`src/sv/kmpfms_pkg.sv`:
```
// kmpfms_pkg: shared types and constants of the kmp first-match search core
// no dependencies; imported by kmp_first_match_search_core
package kmpfms_pkg;

    // command codes carried in the input transaction
    localparam logic CMD_PATTERN = 1'b0;
    localparam logic CMD_TEXT    = 1'b1;

    // fixed width of the reported start index
    localparam int MATCH_START_W = 32;

    // input transaction: one pattern or text byte
    typedef struct packed {
        logic       command;
        logic [7:0] symbol;
        logic       last_symbol;
    } in_item_t;

    // result transaction: match report
    typedef struct packed {
        logic                     found;
        logic [MATCH_START_W-1:0] match_start;
    } out_item_t;

endpackage

```
`src/sv/kmp_first_match_search_core.sv`:
```
// kmp_first_match_search_core: knuth-morris-pratt first-match search over a byte stream
// depends on kmpfms_pkg and kmpfms_ram (pattern store and failure table)
//
//  port group      dir  payload      meaning
//  s_valid/s_ready in   in_item_t    pattern byte (command 0) or text byte (command 1)
//  m_valid/m_ready out  out_item_t   found flag and zero-based start of first match
//
// a pattern byte that starts a pattern or overflows capacity is handled in the idle state; every
// other byte passes through the walk state, one failure-chain step per read of the pattern
// ram and the failure ram (both reads registered).
// reset clears all control state; ram contents are only read after being written.
// a stalled result sits in the output register while the next byte is taken; a second
// result waits in a pending register and holds off input until the output drains.
module kmp_first_match_search_core
    import kmpfms_pkg::*;
#(
    parameter int PATTERN_MAX   = 64,
    parameter int POSITION_BITS = 32
) (
    input  logic      aclk,
    input  logic      aresetn,
    input  logic      s_valid,
    output logic      s_ready,
    input  in_item_t  s_data,
    output logic      m_valid,
    input  logic      m_ready,
    output out_item_t m_data
);

    localparam int IDX_W = (PATTERN_MAX > 1) ? $clog2(PATTERN_MAX) : 1;
    localparam int CNT_W = $clog2(PATTERN_MAX + 1);
    localparam int SUM_W = POSITION_BITS + CNT_W;

    typedef enum logic [2:0] {
        S_IDLE = 3'b001,
        S_WALK = 3'b010,
        S_EMIT = 3'b100
    } state_t;

    state_t                     state_reg, state_next;
    logic                       cmd_reg, cmd_next;
    logic [7:0]                 sym_reg, sym_next;
    logic                       last_reg, last_next;
    logic [CNT_W-1:0]           pat_len_reg, pat_len_next;
    logic [IDX_W-1:0]           prefix_reg, prefix_next;
    logic                       sealed_reg, sealed_next;
    logic [IDX_W-1:0]           matched_reg, matched_next;
    logic [POSITION_BITS-1:0]   pos_reg, pos_next;
    logic                       reported_reg, reported_next;
    logic [IDX_W-1:0]           k_reg, k_next;
    out_item_t                  pend_reg, pend_next;
    logic                       m_valid_reg, m_valid_next;
    out_item_t                  m_data_reg, m_data_next;

    // ram ports
    logic             ram_we;
    logic [IDX_W-1:0] ram_waddr;
    logic [7:0]       pat_wdata;
    logic [IDX_W-1:0] fail_wdata;
    logic [7:0]       pat_q;
    logic [IDX_W-1:0] fail_q;

    // chain step and result helpers
    logic                   accept;
    logic                   slot_free;
    logic                   hit;
    logic                   step;
    logic [CNT_W-1:0]       j_len;
    logic [CNT_W-1:0]       eff_len;
    logic [SUM_W-1:0]       pos_plus1;
    logic [SUM_W-1:0]       m_wide;
    logic [SUM_W-1:0]       start_full;

    kmpfms_ram #(.WIDTH(8), .DEPTH(PATTERN_MAX), .ADDR_W(IDX_W)) u_pattern_ram (
        .aclk    (aclk),
        .wr_en   (ram_we),
        .wr_addr (ram_waddr),
        .wr_data (pat_wdata),
        .rd_addr (k_next),
        .rd_data (pat_q)
    );

    kmpfms_ram #(.WIDTH(IDX_W), .DEPTH(PATTERN_MAX), .ADDR_W(IDX_W)) u_failure_ram (
        .aclk    (aclk),
        .wr_en   (ram_we),
        .wr_addr (ram_waddr),
        .wr_data (fail_wdata),
        .rd_addr (k_next - IDX_W'(1)),
        .rd_data (fail_q)
    );

    assign s_ready   = (state_reg == S_IDLE);
    assign accept    = s_valid && s_ready;
    assign m_valid   = m_valid_reg;
    assign m_data    = m_data_reg;
    assign slot_free = !m_valid_reg || m_ready;

    // compare against the byte under test and the resulting prefix length
    assign hit     = (pat_q == sym_reg);
    assign step    = (k_reg != '0) && !hit;
    assign j_len   = CNT_W'(k_reg) + CNT_W'(hit);
    assign eff_len = sealed_reg ? '0 : pat_len_reg;

    // start index of a match ending at the current text byte, floored at zero
    assign pos_plus1  = SUM_W'(pos_reg) + SUM_W'(1);
    assign m_wide     = SUM_W'(pat_len_reg);
    assign start_full = (pos_plus1 >= m_wide) ? (pos_plus1 - m_wide) : '0;

    // sequencer and search state
    always_comb begin
        state_next    = state_reg;
        cmd_next      = cmd_reg;
        sym_next      = sym_reg;
        last_next     = last_reg;
        pat_len_next  = pat_len_reg;
        prefix_next   = prefix_reg;
        sealed_next   = sealed_reg;
        matched_next  = matched_reg;
        pos_next      = pos_reg;
        reported_next = reported_reg;
        k_next        = k_reg;
        pend_next     = pend_reg;
        m_valid_next  = m_valid_reg && !m_ready;
        m_data_next   = m_data_reg;
        ram_we        = 1'b0;
        ram_waddr     = pat_len_reg[IDX_W-1:0];
        pat_wdata     = sym_reg;
        fail_wdata    = j_len[IDX_W-1:0];
        pend_next.found       = pend_reg.found;
        pend_next.match_start = pend_reg.match_start;

        unique case (state_reg)
            S_IDLE: begin
                if (accept) begin
                    cmd_next  = s_data.command;
                    sym_next  = s_data.symbol;
                    last_next = s_data.last_symbol;
                    if (s_data.command == CMD_PATTERN) begin
                        // pattern byte: restart after a sealed pattern, clear the search
                        sealed_next   = s_data.last_symbol;
                        matched_next  = '0;
                        pos_next      = '0;
                        reported_next = 1'b0;
                        pat_len_next  = eff_len;
                        if (sealed_reg) begin
                            prefix_next = '0;
                        end
                        if (eff_len == '0) begin
                            ram_we       = 1'b1;
                            ram_waddr    = '0;
                            pat_wdata    = s_data.symbol;
                            fail_wdata   = '0;
                            prefix_next  = '0;
                            pat_len_next = CNT_W'(1);
                        end else if (eff_len < CNT_W'(PATTERN_MAX)) begin
                            k_next     = prefix_reg;
                            state_next = S_WALK;
                        end
                    end else begin
                        // text byte: walk from the current match length
                        k_next     = matched_reg;
                        state_next = S_WALK;
                    end
                end
            end

            S_WALK: begin
                if (cmd_reg == CMD_PATTERN) begin
                    if (step) begin
                        k_next = fail_q;
                    end else begin
                        // append byte and its failure entry
                        ram_we       = 1'b1;
                        prefix_next  = j_len[IDX_W-1:0];
                        pat_len_next = pat_len_reg + CNT_W'(1);
                        state_next   = S_IDLE;
                    end
                end else if (reported_reg) begin
                    // silent until the last text byte
                    if (last_reg) begin
                        matched_next  = '0;
                        pos_next      = '0;
                        reported_next = 1'b0;
                    end else if (pos_reg != '1) begin
                        pos_next = pos_reg + POSITION_BITS'(1);
                    end
                    state_next = S_IDLE;
                end else if (step) begin
                    k_next = fail_q;
                end else begin
                    state_next = S_IDLE;
                    // an empty pattern matches at once without looking at the ram
                    if (pat_len_reg == '0 || j_len >= pat_len_reg) begin
                        pend_next.found       = 1'b1;
                        pend_next.match_start = MATCH_START_W'(start_full);
                        reported_next         = 1'b1;
                        matched_next          = '0;
                        state_next            = S_EMIT;
                    end else begin
                        matched_next = j_len[IDX_W-1:0];
                        if (last_reg) begin
                            pend_next.found       = 1'b0;
                            pend_next.match_start = '0;
                            state_next            = S_EMIT;
                        end
                    end
                    // end of text clears the search
                    if (last_reg) begin
                        matched_next  = '0;
                        pos_next      = '0;
                        reported_next = 1'b0;
                    end else if (pos_reg != '1) begin
                        pos_next = pos_reg + POSITION_BITS'(1);
                    end
                    // hand the result straight to the output register when it is free
                    if (state_next == S_EMIT && slot_free) begin
                        m_valid_next = 1'b1;
                        m_data_next  = pend_next;
                        state_next   = S_IDLE;
                    end
                end
            end

            S_EMIT: begin
                if (slot_free) begin
                    m_valid_next = 1'b1;
                    m_data_next  = pend_reg;
                    state_next   = S_IDLE;
                end
            end

            default: begin
                state_next = S_IDLE;
            end
        endcase
    end

    // control registers
    always_ff @(posedge aclk) begin
        if (!aresetn) begin
            state_reg    <= S_IDLE;
            pat_len_reg  <= '0;
            prefix_reg   <= '0;
            sealed_reg   <= 1'b0;
            matched_reg  <= '0;
            pos_reg      <= '0;
            reported_reg <= 1'b0;
            m_valid_reg  <= 1'b0;
        end else begin
            state_reg    <= state_next;
            pat_len_reg  <= pat_len_next;
            prefix_reg   <= prefix_next;
            sealed_reg   <= sealed_next;
            matched_reg  <= matched_next;
            pos_reg      <= pos_next;
            reported_reg <= reported_next;
            m_valid_reg  <= m_valid_next;
        end
    end

    // payload registers
    always_ff @(posedge aclk) begin
        cmd_reg    <= cmd_next;
        sym_reg    <= sym_next;
        last_reg   <= last_next;
        k_reg      <= k_next;
        pend_reg   <= pend_next;
        m_data_reg <= m_data_next;
    end

endmodule

```
`src/sv/kmpfms_ram.sv`:
```
// kmpfms_ram: generic single-clock ram, one write port, one registered read port
// no dependencies
module kmpfms_ram #(
    parameter int WIDTH = 8,
    parameter int DEPTH = 64,
    parameter int ADDR_W = (DEPTH > 1) ? $clog2(DEPTH) : 1
) (
    input  logic              aclk,
    input  logic              wr_en,
    input  logic [ADDR_W-1:0] wr_addr,
    input  logic [WIDTH-1:0]  wr_data,
    input  logic [ADDR_W-1:0] rd_addr,
    output logic [WIDTH-1:0]  rd_data
);

    logic [WIDTH-1:0] mem [DEPTH];

    // write port and registered read
    always_ff @(posedge aclk) begin
        if (wr_en) begin
            mem[wr_addr] <= wr_data;
        end
        rd_data <= mem[rd_addr];
    end

endmodule
```
`config.mk`:
```
export PLATFORM = sky130hd
export DESIGN_NAME = kmp_first_match_search_core
export DESIGN_NICKNAME = d
export VERILOG_FILES = /design/src/sv/kmpfms_pkg.sv /design/src/sv/kmp_first_match_search_core.sv /design/src/sv/kmpfms_ram.sv
export SDC_FILE = /design/constraint.sdc
export NUM_CORES = 1
export LEC_CHECK = 0
export BUFFER_PORTS_ARGS = -buffer_cell sky130_fd_sc_hd__buf_2
export CAP_MARGIN = 20
export CORE_MARGIN = 4
export CORE_UTILIZATION = 50
export DETAILED_ROUTE_END_ITERATION = 6
export PLACE_DENSITY = 0.65
export SETUP_SLACK_MARGIN = 0.02
export SLEW_MARGIN = 20
export SYNTH_ARGS = -nofsm -noshare
export SYNTH_HDL_FRONTEND = slang
export SYNTH_SLANG_ARGS = --single-unit
```
`constraint.sdc`:
```
create_clock -name aclk -period 10.4 [get_ports aclk]
set_input_delay 1.56 -clock aclk [delete_from_list [all_inputs] [get_ports aclk]]
set_output_delay 1.56 -clock aclk [all_outputs]
set_load 0.01 [all_outputs]
```
* Word level (Yosys, flattened, before mapping)
Memory sizes are Yosys's and may differ from the RTL's. A register that Yosys moved wholly into a read port is not among the register bits.
Index checks and enable logic that the tools add are counted.
** Operators by class
- Add/sub/neg operators :: 6
- Magnitude comparators :: 3
- Equality and inequality tests :: 20
- Multiplexer cells :: 100
- Bitwise gates (word level) :: 3
- Reduce and logical (&&, ||, !) cells :: 24
** Operator list (number)
- 32-bit two-way mux :: 8
- 33-bit two-way mux :: 7
- 6-bit two-way mux :: 29
- 33-bit one-hot mux with 2 select lines :: 1
- 32-bit one-hot mux with 2 select lines :: 1
- 3-bit two-way mux :: 16
- 7-bit two-way mux :: 6
- 6-bit one-hot mux with 2 select lines :: 3
- 32-bit by 1-bit adder with 33-bit output (second input constant) :: 1
- 33-bit by 7-bit >= comparator with 1-bit output :: 1
- 32-bit by 1-bit adder with 32-bit output (second input constant) :: 1
- 8-bit two-way mux :: 4
- 32-bit inequality test (second input constant) :: 1
- 32-bit by 7-bit subtractor with 32-bit output :: 1
- 6-bit AND reduction :: 4
- 1-bit two-way mux :: 20
- 7-bit logical NOT :: 2
- 2-bit inequality test (second input constant) :: 7
- 7-bit one-hot mux with 2 select lines :: 1
- 3-bit inequality test (second input constant) :: 4
- 5-bit AND reduction :: 2
- 3-bit one-hot mux with 3 select lines :: 1
- 8-bit equality test :: 1
- 4-bit AND reduction :: 2
- other kinds (19) :: 32
** Word-level totals
- Register bits :: 139
- Bits in writable memories :: 896
- Input bits :: 14
- Output and inout bits :: 35
- Logic and storage cells :: 174
- Memories kept :: 2
** Memories
- u_pattern_ram.mem :: depth 64, bits a word 8, read ports 1, clocked after memory_dff 1, write ports 1, RTL line kmpfms_ram.sv:16 : logic [WIDTH-1:0] mem [DEPTH];
- u_failure_ram.mem :: depth 64, bits a word 6, read ports 1, clocked after memory_dff 1, write ports 1, RTL line kmpfms_ram.sv:16

* Longest topological paths before layout
- Depth in word-level cells :: 16
- Gate-level depth with buffers :: 24
- Gate-level depth less buffers :: 16

* Modules after synthesis
From an unflattened synthesis, not the netlist that was laid out.
** Unflattened totals
- Cells, all modules :: 2564
- Area, all modules :: 43675.6 um^2
** Modules (own cells, without submodules)
- kmpfms_ram at u_pattern_ram :: instances 1, cells an instance 940, area an instance 20166.8 um^2, sequential area each 15534.9 um^2
- kmpfms_ram at u_failure_ram :: instances 1, cells an instance 729, area an instance 15205.8 um^2, sequential area each 11651.2 um^2
- kmp_first_match_search_core :: instances 1, cells an instance 895, area an instance 8303.0 um^2, sequential area each 3543.4 um^2

* Worst setup path after synthesis
Ideal clock, no wire load.
- Path type :: input to register
- Start :: input port s_valid
- End :: register u_failure_ram.rd_data[0] (read register of u_failure_ram.mem)
- Library setup time :: 120 ps
- Arrival :: 5569 ps
- Data required time :: 10280 ps
- Setup slack :: 4711 ps
- Stages on the path :: 20
- Buffers on the path :: 9
- Cells stage by stage :: nand2_1 inv_2 buf_2 mux2i_1 a32oi_1 or4b_1 buf_2 clkinv_2 buf_6 buf_2 buf_4 buf_2 ha_1 clkbuf_1 clkbuf_1 clkbuf_1 mux4_2 mux4_2 a22oi_1 nand2_1
** Between the ends
- Cells in the longest elaborated chain, start to end :: 4
** Ends and longest elaborated chain
- start, declared :: RTL line kmp_first_match_search_core.sv:22 : input logic s_valid,
- 1-bit logical AND :: RTL line kmp_first_match_search_core.sv:93 : assign accept = s_valid && s_ready;
- 6-bit two-way mux :: RTL line kmp_first_match_search_core.sv:134 : if (accept) begin
- 6-bit one-hot mux with 2 select lines :: RTL line kmp_first_match_search_core.sv:132 : unique case (state_reg)
- 6-bit by 1-bit subtractor with 6-bit output :: RTL line kmp_first_match_search_core.sv:88 : .rd_addr (k_next - IDX_W'(1)),
- end, declared :: RTL line kmpfms_ram.sv:13 : output logic [WIDTH-1:0] rd_data
Every way passes these cells.
A chain may end at the register's enable or synchronous reset.

* Final worst setup path
- Start :: input port s_valid
- End :: register u_failure_ram.rd_data[5] (read register of u_failure_ram.mem)
The elaborated chain is that of the path after synthesis.

==> flow_summary.yaml <==
detailed_routing:
  wl_mm: 116
  drt_pass1_iterations: 6
  first_iter_violations: 3481
  route.detailed.drc: 0
  via_per_inst: 6.22
  ant_nets: 0
  wire_per_inst_um: 25.9
  vias: 27757
setup_path:
  path_max_fanout: 147
  crit_chain: "buf_2, nand2_1, inv_2, nand2_1, a31oi_1, or4b_4, inv_12, buf_4, buf_12, buf_6, mux4_2, mux4_2, a22oi_1, nand2_1"
  cp_common_cell: "nand2_1"
  cp-start-kind: "input pin"
  cp.required_ns: 10.95
  crit_type: "input pin to register"
  max_stage_delay_ns: 0.93
  endpoint_kind: "register"
  cp_slowest_cell: "or4b_4"
  crit_arrival_ns: 7.45
finish:
  top_regs: "u_pattern_ram.mem (512), u_failure_ram.mem (384)"
  drive_gt1_share_pct: 14.4
  nets: 3250
  num-fill-cells: 6836
  largest_reg_flops: 512
  ff_latch_area_sq_um: 30700
  syn_to_final_growth_pct: 12.3
  largest_register: "u_pattern_ram.mem"
  multi_input_area_sq_um: 12400
global_route:
  antenna_found_initial: 4
  grt_pass1_vias: 26955
  grt_pass1_wl_mm: 174
  grt_max_degree: 148
  grt-ovfl-total: 0
  grt.total_usage_pct: 24.6
clock_network:
  clkSlewWorstSetupHoldPaths_ns: 0.06
  holdBufCountCts: 0
  cts-resized-gates: 0
  clock_path_buffers: 3
  cts.sink_count: 1049
  clock_latency_ns: 0.68
  htree_num_levels: 3
  cts_tree: "built"
  numCtsBuffers: 108
  cts_setup_buffers: 0
  clock-root-buffer: "clkbuf_16"
synth:
  synth.cell_area_sq_um: 43900
  synth-async-reset-ratio_pct: 0
  syn_nets: 3201
  yosysUniqueCellTypes: 81
  yosys_warnings: 0
  synth_seq_cells: 1049
  postSynthCellCount: 3166
  seq_area_frac_synth_pct: 69.9
  synth-edff-count: 972
  syn_area_per_cell_sq_um: 13.9
  ys.flop_type: "edfxtp_1"
timing:
  finalSetupTns_ns: 0
  fmax_ghz: 0.145
  maxSlewViolCount: 0
  worstMarginPinSlew_ns: 1.18
  setup_violations: 0
  rsz0062_at_grt: "false"
  slew_headroom_pct: 21.2
  fin_skew_ns: 0.0318
  period_share_pct: 66.3
  final-hold-violation-count: 0
  layout_min_cycle_time_ns: 6.90
power_and_ir_drop:
  p_comb_share_pct: 23.6
  clockPowerShare_pct: 33.9
  powerDensity_nw_per_um2: 237
  vdd_drop_max_uv: 143
  power_frac_seq_pct: 42.5
  p_sw_share_pct: 30.1
  switching_power_mw: 3.51
  leakagePower_nw: 16.7
  power_mw: 11.7
  p_int_mw: 8.16
floorplan:
  die_w_um: 304
  start_util_pct: 50.5
  die_area_sq_um: 92700
  num_io_pins: 49
  rows: 108
  dieHeight_um: 304
  core_sq_um: 87000
hold_path:
  hp-class: "register to register"
placement:
  gp_congestion: 0.876
  hpwl_mm: 70.5
  port_buffers: 48
status:
  status: "completed"
flow_run:
  maxCapViolCount: 0
==> power groups by stage <==
stage	clock (mW)	sequential, mW	combinational [mW]
2_1_floorplan	0	5.00	1.79
3_3_place_gp	0	5.05	2.65
3_5_place_dp	0	5.05	2.71
4_1_cts	4.01	4.96	2.72
5_1_grt	4.20	4.96	2.93
6_report	3.96	4.96	2.75
==> cells in the final DEF, fill, tap and decap left out, drive strengths merged, types with 11 or more instances in the layout <==
| cell | count |
|---|---|
| bufinv | 15 |
| a21oi | 38 |
| mux4 | 108 |
| o221ai | 16 |
| a22oi | 26 |
| clkbuf | 146 |
| edfxtp | 972 |
| nand3 | 72 |
| xnor2 | 51 |
| a311oi | 66 |
| nand4 | 32 |
| nor4 | 11 |
| a31oi | 42 |
| and2 | 20 |
| mux2i | 16 |
| buf | 131 |
| a22o | 48 |
| nor3 | 39 |
| nor2 | 137 |
| nor2b | 24 |
| nand2 | 699 |
| inv | 37 |
| ha | 20 |
| a21boi | 21 |
| dfxtp | 77 |
| o21ai | 135 |
| xor2 | 24 |
| or3 | 16 |
| clkinv | 28 |
| and3 | 115 |
==> worst max-delay path: cells and delay by family <==
family / cells / cell delay [ns]
buffers and inverters: 6 / 2.51
AOI/OAI and AO/OA: 2 / 0.34
muxes: 2 / 1.14
and+or+nand+nor: 4 / 1.50
==> kinds of logic after synthesis <==
group	after synthesis	share of synthesized area (%)
muxes	127	5.98
AOI/OAI and AO/OA	464	7.41
and+or+nand+nor	1204	12.3
xor gates and xnor gates	75	1.50
adders and majority gates	21	0.615
DFF	1049	69.9
buffers and inverters	226	2.28
==> final timing paths <==
path                  from                  endpoint  slack (ns)  cells after the start
min reg2reg  prefix_reg[1]             prefix_reg[1]        0.47                      2
max                s_valid  u_failure_ram.rd_data[5]        3.50                     14
min          prefix_reg[1]             prefix_reg[1]        0.47                      2
max reg2reg   state_reg[2]  u_failure_ram.rd_data[5]        3.85                     16
==> cell usage after synthesis (5+ instances only) <==
cell      count  area [sq um]
a211oi_1      6          45.0
a21boi_0     19           143
a21o_1        7          52.6
a21oi_1      38           190
a221o_1       9          90.1
a22o_1       48           420
a22oi_1      26           195
a311oi_1     66           578
a31oi_1      40           250
and2_1       19           119
and3_1      115           719
and4_1        5          43.8
buf_1         9          33.8
buf_2        32           160
buf_4        21           158
clkbuf_1    124           465
dfxtp_1      77          1540
edfxtp_1    972         29200
ha_1         20           250
inv_1        28           105
inv_2         5          18.8
mux2i_1      16           160
mux4_2      108          2430
nand2_1     698          2620
nand2b_1     10          62.6
nand3_1      72           360
nand4_1      31           194
nor2_1      135           507
nor2b_1      24           150
nor3_1       39           195
nor3b_1       6          45.0
nor4_1        8          50.1
o211ai_1      6          45.0
o21a_1        5          37.5
o21ai_0     128           641
o21ai_1       6          30.0
o221ai_1     16           140
or2_2         5          31.3
or3_1        16           100
or4_1         5          37.5
xnor2_1      51           447
xor2_1       24           210
==> layer usage <==
layer  track usage [%]  share of wire (%)  vias up
li1                  -                  -    12092
met1              33.8                 40    14119
met2              39.8                 48     1338
met3              4.73                8.8      204
met4              8.54                3.3        4
met5                 0              0.023        -
==> area by class of cell <==
type                            instances  share of cell area, %
Sequential cell                      1049                   62.3
Clock inverter                         54                   1.39
Tap cell                             1155                   2.93
Multi-Input combinational cell       1891                   25.2
Inverter                               34                  0.289
Antenna cell                            4                 0.0203
Clock buffer                          146                   6.02
Timing Repair Buffer                  131                   1.83
==> metrics by stage <==
stage / std cells / cell area (sq um) / hold WS (ns) / util [%] / setup slack [ns]
after global routing: 4460 / 49300 / 0.519 / 56.7 / 3.28
after global placement: 4257 / 45500 / 0.466 / 52.3 / 2.76
after detailed placement: 4259 / 45600 / 0.469 / 52.4 / 2.57
after floorplan: 3166 / 43900 / 0.442 / - / 4.71
after CTS: 4459 / 49300 / 0.478 / 56.6 / 3.29
final: 4464 / 49300 / 0.474 / 56.7 / 3.50
Power figures use the tool's default switching activity.
